<file path="config.mk">
export PLATFORM = sky130hd
export DESIGN_NAME = anrcs_ctrl
export DESIGN_NICKNAME = d
export VERILOG_FILES = /design/src/hw/rtl/anrcs_pkg.sv /design/src/hw/rtl/anrcs_ctrl.sv
export SDC_FILE = /design/constraint.sdc
export NUM_CORES = 1
export LEC_CHECK = 0
export BUFFER_PORTS_ARGS = -buffer_cell sky130_fd_sc_hd__clkbuf_2
export CELL_PAD_IN_SITES_DETAIL_PLACEMENT = 0
export CELL_PAD_IN_SITES_GLOBAL_PLACEMENT = 1
export CORE_MARGIN = 2
export CORE_UTILIZATION = 36
export DETAILED_ROUTE_END_ITERATION = 7
export PLACE_DENSITY_LB_ADDON = 0.25
export SYNTH_ARGS = -nofsm -noshare
export SYNTH_HDL_FRONTEND = slang
export SYNTH_SLANG_ARGS = --single-unit
</file>
<file path="constraint.sdc">
create_clock -name clock -period 1.85 [get_ports clock]
set_input_delay 0.185 -clock clock [delete_from_list [all_inputs] [get_ports clock]]
set_output_delay 0.185 -clock clock [all_outputs]
set_load 0.1 [all_outputs]
</file>
<file path="src/hw/rtl/anrcs_pkg.sv">
package anrcs_pkg;

   localparam int MAX_NODES  = 64;
   localparam int NODE_BITS  = 6;
   localparam int CNT_BITS   = 7;
   localparam int LEVEL_BITS = 8;
   localparam int DRAW_BITS  = 16;
   localparam int THR_BITS   = 17;
   localparam int PICK_BITS  = 32;
   localparam int STEP_BITS  = $clog2(PICK_BITS + 1);

   // Actions carried by a request.
   localparam logic [2:0] ACT_STEP       = 3'd0;
   localparam logic [2:0] ACT_WRITE_LINK = 3'd1;
   localparam logic [2:0] ACT_WRITE_LVL  = 3'd2;
   localparam logic [2:0] ACT_READ_LINK  = 3'd3;
   localparam logic [2:0] ACT_READ_LVL   = 3'd4;

   // Configuration register indexes.
   localparam logic [2:0] CSR_NODE_COUNT = 3'd0;
   localparam logic [2:0] CSR_REWIRE_THR = 3'd1;
   localparam logic [2:0] CSR_COPY_THR   = 3'd2;
   localparam logic [2:0] CSR_DROP_THR   = 3'd3;
   localparam logic [2:0] CSR_LINK_THR   = 3'd4;
   localparam logic [2:0] CSR_COPY_TOL   = 3'd5;

   // Datapath operations issued by the controller.
   localparam logic [3:0] OP_NOP       = 4'd0;
   localparam logic [3:0] OP_LOAD      = 4'd1;
   localparam logic [3:0] OP_TAKE      = 4'd2;
   localparam logic [3:0] OP_COUNT     = 4'd3;
   localparam logic [3:0] OP_MOD_START = 4'd4;
   localparam logic [3:0] OP_MOD_KEEP  = 4'd5;
   localparam logic [3:0] OP_SELECT    = 4'd6;
   localparam logic [3:0] OP_WR_U      = 4'd7;
   localparam logic [3:0] OP_WR_LINK_U = 4'd8;
   localparam logic [3:0] OP_RD_ROW    = 4'd9;
   localparam logic [3:0] OP_RMW       = 4'd10;
   localparam logic [3:0] OP_WR_LVL    = 4'd11;
   localparam logic [3:0] OP_READ_LINK = 4'd12;
   localparam logic [3:0] OP_READ_LVL  = 4'd13;
   localparam logic [3:0] OP_RD_LVL_W  = 4'd14;
   localparam logic [3:0] OP_COPY      = 4'd15;

   // Operand selects for modulo and selection operations.
   localparam logic [1:0] K_DROP = 2'd0;
   localparam logic [1:0] K_LINK = 2'd1;
   localparam logic [1:0] K_COPY = 2'd2;

   // Row selects for read-modify-write of the link matrix.
   localparam logic [1:0] R_DN = 2'd0;
   localparam logic [1:0] R_AN = 2'd1;
   localparam logic [1:0] R_V  = 2'd2;

   localparam logic [CNT_BITS-1:0]   NODE_COUNT_RST = 7'd64;
   localparam logic [THR_BITS-1:0]   REWIRE_THR_RST = 17'd32768;
   localparam logic [THR_BITS-1:0]   COPY_THR_RST   = 17'd32768;
   localparam logic [THR_BITS-1:0]   DROP_THR_RST   = 17'd22938;
   localparam logic [THR_BITS-1:0]   LINK_THR_RST   = 17'd42598;
   localparam logic [LEVEL_BITS-1:0] COPY_TOL_RST   = 8'd255;

   typedef struct packed {
      logic [2:0]           action;
      logic [NODE_BITS-1:0] node;
      logic [NODE_BITS-1:0] other_node;
      logic [7:0]           value;
      logic [DRAW_BITS-1:0] rand_rewire;
      logic [DRAW_BITS-1:0] rand_copy;
      logic [DRAW_BITS-1:0] rand_drop_kind;
      logic [DRAW_BITS-1:0] rand_link_kind;
      logic [PICK_BITS-1:0] pick_drop;
      logic [PICK_BITS-1:0] pick_link;
      logic [PICK_BITS-1:0] pick_copy;
   } req_type;

   typedef struct packed {
      logic                  rewired;
      logic                  copied;
      logic [NODE_BITS-1:0]  dropped_node;
      logic [NODE_BITS-1:0]  added_node;
      logic [LEVEL_BITS-1:0] new_level;
      logic [7:0]            read_data;
   } rsp_type;

   typedef struct packed {
      logic [3:0] op;
      logic [1:0] sel;
   } cmd_type;

   typedef struct packed {
      logic [2:0] action;
      logic       u_active;
      logic       self_link;
      logic       deg_zero;
      logic       rewire_go;
      logic       copy_pass;
      logic       count_done;
      logic       scan_end;
      logic       mod_busy;
   } stat_type;

endpackage

</file>
<file path="src/hw/rtl/anrcs_ctrl.sv">
module anrcs_ctrl import anrcs_pkg::*; (
   input  logic     clock,
   input  logic     reset,
   input  logic     start,
   input  stat_type stat,
   output cmd_type  cmd,
   output logic     busy,
   output logic     rsp_valid
);

   localparam logic [4:0] S_IDLE     = 5'd0;
   localparam logic [4:0] S_TAKE     = 5'd1;
   localparam logic [4:0] S_DISP     = 5'd2;
   localparam logic [4:0] S_COUNT    = 5'd3;
   localparam logic [4:0] S_CHECK    = 5'd4;
   localparam logic [4:0] S_MD_S     = 5'd5;
   localparam logic [4:0] S_MD_W     = 5'd6;
   localparam logic [4:0] S_ML_S     = 5'd7;
   localparam logic [4:0] S_ML_W     = 5'd8;
   localparam logic [4:0] S_SEL_RW   = 5'd9;
   localparam logic [4:0] S_WR_U     = 5'd10;
   localparam logic [4:0] S_RD_DN    = 5'd11;
   localparam logic [4:0] S_RMW_DN   = 5'd12;
   localparam logic [4:0] S_RD_AN    = 5'd13;
   localparam logic [4:0] S_RMW_AN   = 5'd14;
   localparam logic [4:0] S_COPY_CHK = 5'd15;
   localparam logic [4:0] S_MC_S     = 5'd16;
   localparam logic [4:0] S_MC_W     = 5'd17;
   localparam logic [4:0] S_SEL_C    = 5'd18;
   localparam logic [4:0] S_RD_W     = 5'd19;
   localparam logic [4:0] S_COPY     = 5'd20;
   localparam logic [4:0] S_WL_U     = 5'd21;
   localparam logic [4:0] S_RD_V     = 5'd22;
   localparam logic [4:0] S_RMW_V    = 5'd23;
   localparam logic [4:0] S_WR_LVL   = 5'd24;
   localparam logic [4:0] S_RD_LINK  = 5'd25;
   localparam logic [4:0] S_RD_LVL   = 5'd26;
   localparam logic [4:0] S_RESP     = 5'd27;

   logic [4:0] state_ff, state_in;

   always_comb begin
      state_in = state_ff;
      cmd.op   = OP_NOP;
      cmd.sel  = K_DROP;
      unique case (state_ff)
         S_IDLE: begin
            if (start) begin
               cmd.op   = OP_LOAD;
               state_in = S_TAKE;
            end
         end
         S_TAKE: begin
            cmd.op   = OP_TAKE;
            state_in = S_DISP;
         end
         S_DISP: begin
            unique case (stat.action)
               ACT_STEP:       state_in = stat.u_active ? S_COUNT : S_RESP;
               ACT_WRITE_LINK: state_in = stat.self_link ? S_RESP : S_WL_U;
               ACT_WRITE_LVL:  state_in = S_WR_LVL;
               ACT_READ_LINK:  state_in = S_RD_LINK;
               ACT_READ_LVL:   state_in = S_RD_LVL;
               default:        state_in = S_RESP;
            endcase
         end
         S_COUNT: begin
            cmd.op = OP_COUNT;
            if (stat.count_done) state_in = S_CHECK;
         end
         S_CHECK: begin
            if (stat.deg_zero)       state_in = S_RESP;
            else if (stat.rewire_go) state_in = S_MD_S;
            else                     state_in = S_COPY_CHK;
         end
         S_MD_S: begin
            cmd.op   = OP_MOD_START;
            cmd.sel  = K_DROP;
            state_in = S_MD_W;
         end
         S_MD_W: begin
            cmd.op  = OP_MOD_KEEP;
            cmd.sel = K_DROP;
            if (!stat.mod_busy) state_in = S_ML_S;
         end
         S_ML_S: begin
            cmd.op   = OP_MOD_START;
            cmd.sel  = K_LINK;
            state_in = S_ML_W;
         end
         S_ML_W: begin
            cmd.op  = OP_MOD_KEEP;
            cmd.sel = K_LINK;
            if (!stat.mod_busy) state_in = S_SEL_RW;
         end
         S_SEL_RW: begin
            cmd.op  = OP_SELECT;
            cmd.sel = K_DROP;
            if (stat.scan_end) state_in = S_WR_U;
         end
         S_WR_U: begin
            cmd.op   = OP_WR_U;
            state_in = S_RD_DN;
         end
         S_RD_DN: begin
            cmd.op   = OP_RD_ROW;
            cmd.sel  = R_DN;
            state_in = S_RMW_DN;
         end
         S_RMW_DN: begin
            cmd.op   = OP_RMW;
            cmd.sel  = R_DN;
            state_in = S_RD_AN;
         end
         S_RD_AN: begin
            cmd.op   = OP_RD_ROW;
            cmd.sel  = R_AN;
            state_in = S_RMW_AN;
         end
         S_RMW_AN: begin
            cmd.op   = OP_RMW;
            cmd.sel  = R_AN;
            state_in = S_COPY_CHK;
         end
         S_COPY_CHK: begin
            state_in = stat.copy_pass ? S_MC_S : S_RESP;
         end
         S_MC_S: begin
            cmd.op   = OP_MOD_START;
            cmd.sel  = K_COPY;
            state_in = S_MC_W;
         end
         S_MC_W: begin
            cmd.op  = OP_MOD_KEEP;
            cmd.sel = K_COPY;
            if (!stat.mod_busy) state_in = S_SEL_C;
         end
         S_SEL_C: begin
            cmd.op  = OP_SELECT;
            cmd.sel = K_COPY;
            if (stat.scan_end) state_in = S_RD_W;
         end
         S_RD_W: begin
            cmd.op   = OP_RD_LVL_W;
            state_in = S_COPY;
         end
         S_COPY: begin
            cmd.op   = OP_COPY;
            state_in = S_RESP;
         end
         S_WL_U: begin
            cmd.op   = OP_WR_LINK_U;
            state_in = S_RD_V;
         end
         S_RD_V: begin
            cmd.op   = OP_RD_ROW;
            cmd.sel  = R_V;
            state_in = S_RMW_V;
         end
         S_RMW_V: begin
            cmd.op   = OP_RMW;
            cmd.sel  = R_V;
            state_in = S_RESP;
         end
         S_WR_LVL: begin
            cmd.op   = OP_WR_LVL;
            state_in = S_RESP;
         end
         S_RD_LINK: begin
            cmd.op   = OP_READ_LINK;
            state_in = S_RESP;
         end
         S_RD_LVL: begin
            cmd.op   = OP_READ_LVL;
            state_in = S_RESP;
         end
         S_RESP: begin
            state_in = S_IDLE;
         end
         default: begin
            state_in = S_IDLE;
         end
      endcase
   end

   always_ff @(posedge clock) begin
      if (reset) begin
         state_ff <= S_IDLE;
      end else begin
         state_ff <= state_in;
      end
   end

   assign busy      = (state_ff != S_IDLE);
   assign rsp_valid = (state_ff == S_RESP);

endmodule

</file>
==> results.md <==
* Status: completed
* GRT met2 Usage at 0.3841
* ANT nets after route at 0
* # Max-Cap Violations at 0
* Post-DP HPWL at ~2200 um
* RSZ-0062 raised after global routing: true
* Kind of cell adding the most delay to the critical path: simple AND/OR/NAND/NOR gates
* Number of H-tree levels at 1
* Cell variety after synth at between 40 and 50
* Skew-Pair Late Insertion Delay at 0.25 ns
* CP max stage cell: or3_4
* Critical Path End Type: primary output
* Synth Cell Area at ~900 um2
* Async S/R FF share, synth at 0
* M1 GR Usage at 0.3146
* GRT overflow at 0
* Worst Tran Pin Value at roughly 0.51 ns
* Buf/Inv on CP at 2
* First-pass GRT wire length at between 4000 and 5000 um
* Sequential area share after synthesis at 0.1113
* Synthesized instance count at around 140
* WL per Instance at 16.12 um
* Sw Share at 0.5672
* CTS tree: yes
* Design Area, Final at around 1400 um2
* Nets@finish at between 150 and 200
* CP required at ~1.7 ns
* Crit path kind: reg -> out
* Setup violations, final at 0
* Synth Warn # at 0
* Dpl cell area at around 1300 um2
* P_sw at 1.613 mW
* I/O Buffers at 21
* Fin crit share at 0.9931
* Max FFs per register at 5
* Max Freq at between 500 and 600 MHz
* Initial DRC Count at between 50 and 60
* Top cell type's share of synthesized area at 0.1113
* Worst Setup Start Kind: register
* Met3 GRT Util at 0.05278
* TritonCTS Buffers at 3
* Clock power share at 0.046
* Vias in the first global route at ~1100
* Ys flop type: dfxtp_1
* Final hold vios at 0
* Max-slew violations at 0
* Die H at 53.99 um
* Final wirelength at between 3000 and 4000 um
* Synth Register Bits at 5
* Top cells by area, synth: dfxtp_1 11%, a21oi_1 8.9%, nor2b_1 6.3%
* Synth-to-Final Area Change at 59.53%
* Pwr dens at 1982 nW/um2
* Worst path max stage delay at ~0.39 ns
* Biggest regs: state_ff (5)
* Clock sinks at 5
* CTS clk-pin slew, worst paths at approximately 0.05 ns
* Detail-routed via count per cell at about 6
* Top Usage Layer GRT: met2
* Hold-fix buffers at CTS at 0
* Sequential Power Share at 0.085
* Largest net degree at the start of global routing at 25
* Starting density of the core at 0.3699
* Multi-input combinational cell area at approximately 850 um2
* Row cnt at 18
* Post-synthesis net count at 151
* Number of I/O pins at 22
* Worst relative slew slack at 0.6546
* Die width at 53.99 um
* Die footprint at about 3000 um2
* Crit path max fanout at 6
* Final GP Congestion at roughly 0.92
* CTS max path bufs at 2
* Core region area at between 2000 and 2500 um2
* CTS Root Cell: clkbuf_4
* Total GRT Usage at 0.2317
* DRC Markers at 0
* Fillers at 222
* CP cell instances: buf_6 -> or3_4 -> or3_4 -> buf_12
* DRT Pass-1 Iters at 4
* Reg area at between 100 and 150 um2
* Worst EP arrival at approximately 1.7 ns
* Int Power at between 1 and 1.5 mW
* Top reg by flops: state_ff
* Skew final at between 0.006 and 0.007 ns
* Layout cell share with drive strength beyond 1 at 0.4337
* Total number of vias at ~1200
* Power, Total at about 2.8 mW
* Tmin final at 1.837 ns
* Initial antenna violation count at 0
* Top-count cell post-synth: a21oi_1
* VDD IR-drop max at about 1.6 mV
* HP Class: in -> reg
* Synth area leader: dfxtp_1
* Top post-synthesis cells by count: 16 x a21oi_1, 11 x nor2_1, 10 x nand2_1, 10 x o21ai_0, 9 x nor2b_1
* Logic pwr share at 0.869
* Antenna diode instance count at 0
* Mean cell area of the mapped netlist at roughly 6.6 um2
* Leak Pwr at 0.5122 nW
* EDFF count, synth at 0
* Most used cell, CP: or3_4
## layout by cell type, fill, tap and decap left out, drive strengths merged, types with 2 or more instances in the layout
| cell type | instances |
|---|---|
| nor4 | 2 |
| o32a | 2 |
| dfxtp | 5 |
| nand2 | 10 |
| o22ai | 5 |
| a32oi | 2 |
| buf | 25 |
| nand2b | 7 |
| or4bb | 2 |
| a21oi | 16 |
| nand3b | 2 |
| or3 | 2 |
| a221oi | 3 |
| clkbuf | 18 |
| xnor2 | 2 |
| nor2 | 11 |
| nand3 | 2 |
| or3b | 2 |
| inv | 5 |
| a2111oi | 3 |
| a211oi | 2 |
| nor3 | 5 |
| nor2b | 9 |
| o21ai | 12 |
## worst register-to-register path, delay by kind of cell (launching register included)
family          cells  cell delay, ns
buf+inv             1            0.14
flops               1            0.36
compound gates      3            0.55
simple gates        2            0.61
## per-layer routing
metal,part of all wire,vias up
li1,-,569
met1,0.42,566
met2,0.49,57
met3,0.084,4
met4,0.0070,0
met5,0,-
## stage by stage
stage	cells	hold slack [ns]	utilization	worst slack [ns]	setup TNS, ns
after floorplan	137	0.2541	-	-0.2184	-0.2216
after global placement	190	0.4141	0.5417	0.1002	0
after detailed placement	190	0.4164	0.5417	0.01237	0
after CTS	194	0.1610	0.5633	-0.009216	-0.01657
after global routing	196	0.1588	0.5900	-0.03651	-0.1063
final	196	0.1696	0.5900	0.01267	0
## cell type report
cell class,instances,share of cell area
Timing Repair Buffer,39,0.2685
Tap cell,30,0.02616
Multi-Input combinational cell,113,0.5946
Inverter,5,0.01308
Sequential cell,5,0.07934
Clock buffer,4,0.01831
## cell families (layout without fill, tap and decap cells)
group,after synthesis,count (layout),share of synthesized area
AOI/OAI and AO/OA,53,53,0.4061
xor gates and xnor gates,3,3,0.02921
buffers and inverters,19,48,0.09875
DFF,5,5,0.1113
and+or+nand+nor,57,57,0.3547
## power by group through the flow
stage	clock network [mW]	registers, mW	logic [mW]
after floorplan	0	0.170	1.63
after global placement	0	0.216	2.26
after detailed placement	0	0.220	2.28
after CTS	0.133	0.231	2.34
after global routing	0.146	0.248	2.60
final	0.131	0.242	2.47
## final timing paths
kind                            cells after the start          end         from  slack (ns)
worst max-delay path                                4         busy  state_ff[1]        0.01
worst min-delay path                                2  state_ff[4]        reset        0.17
worst max register to register                      6  state_ff[0]  state_ff[1]        0.05
worst min register to register                      3  state_ff[4]  state_ff[3]        0.81
## timing repair
action | in CTS | in global routing
buffers inserted | 0 | 2
setup endpoints to repair | 5 | 7
endpoints found under the hold margin | 0 | 0
pin swaps | 0 | 1
gates resized for setup | 11 | 15
Note: power is estimated with default switching activity, not from simulation.
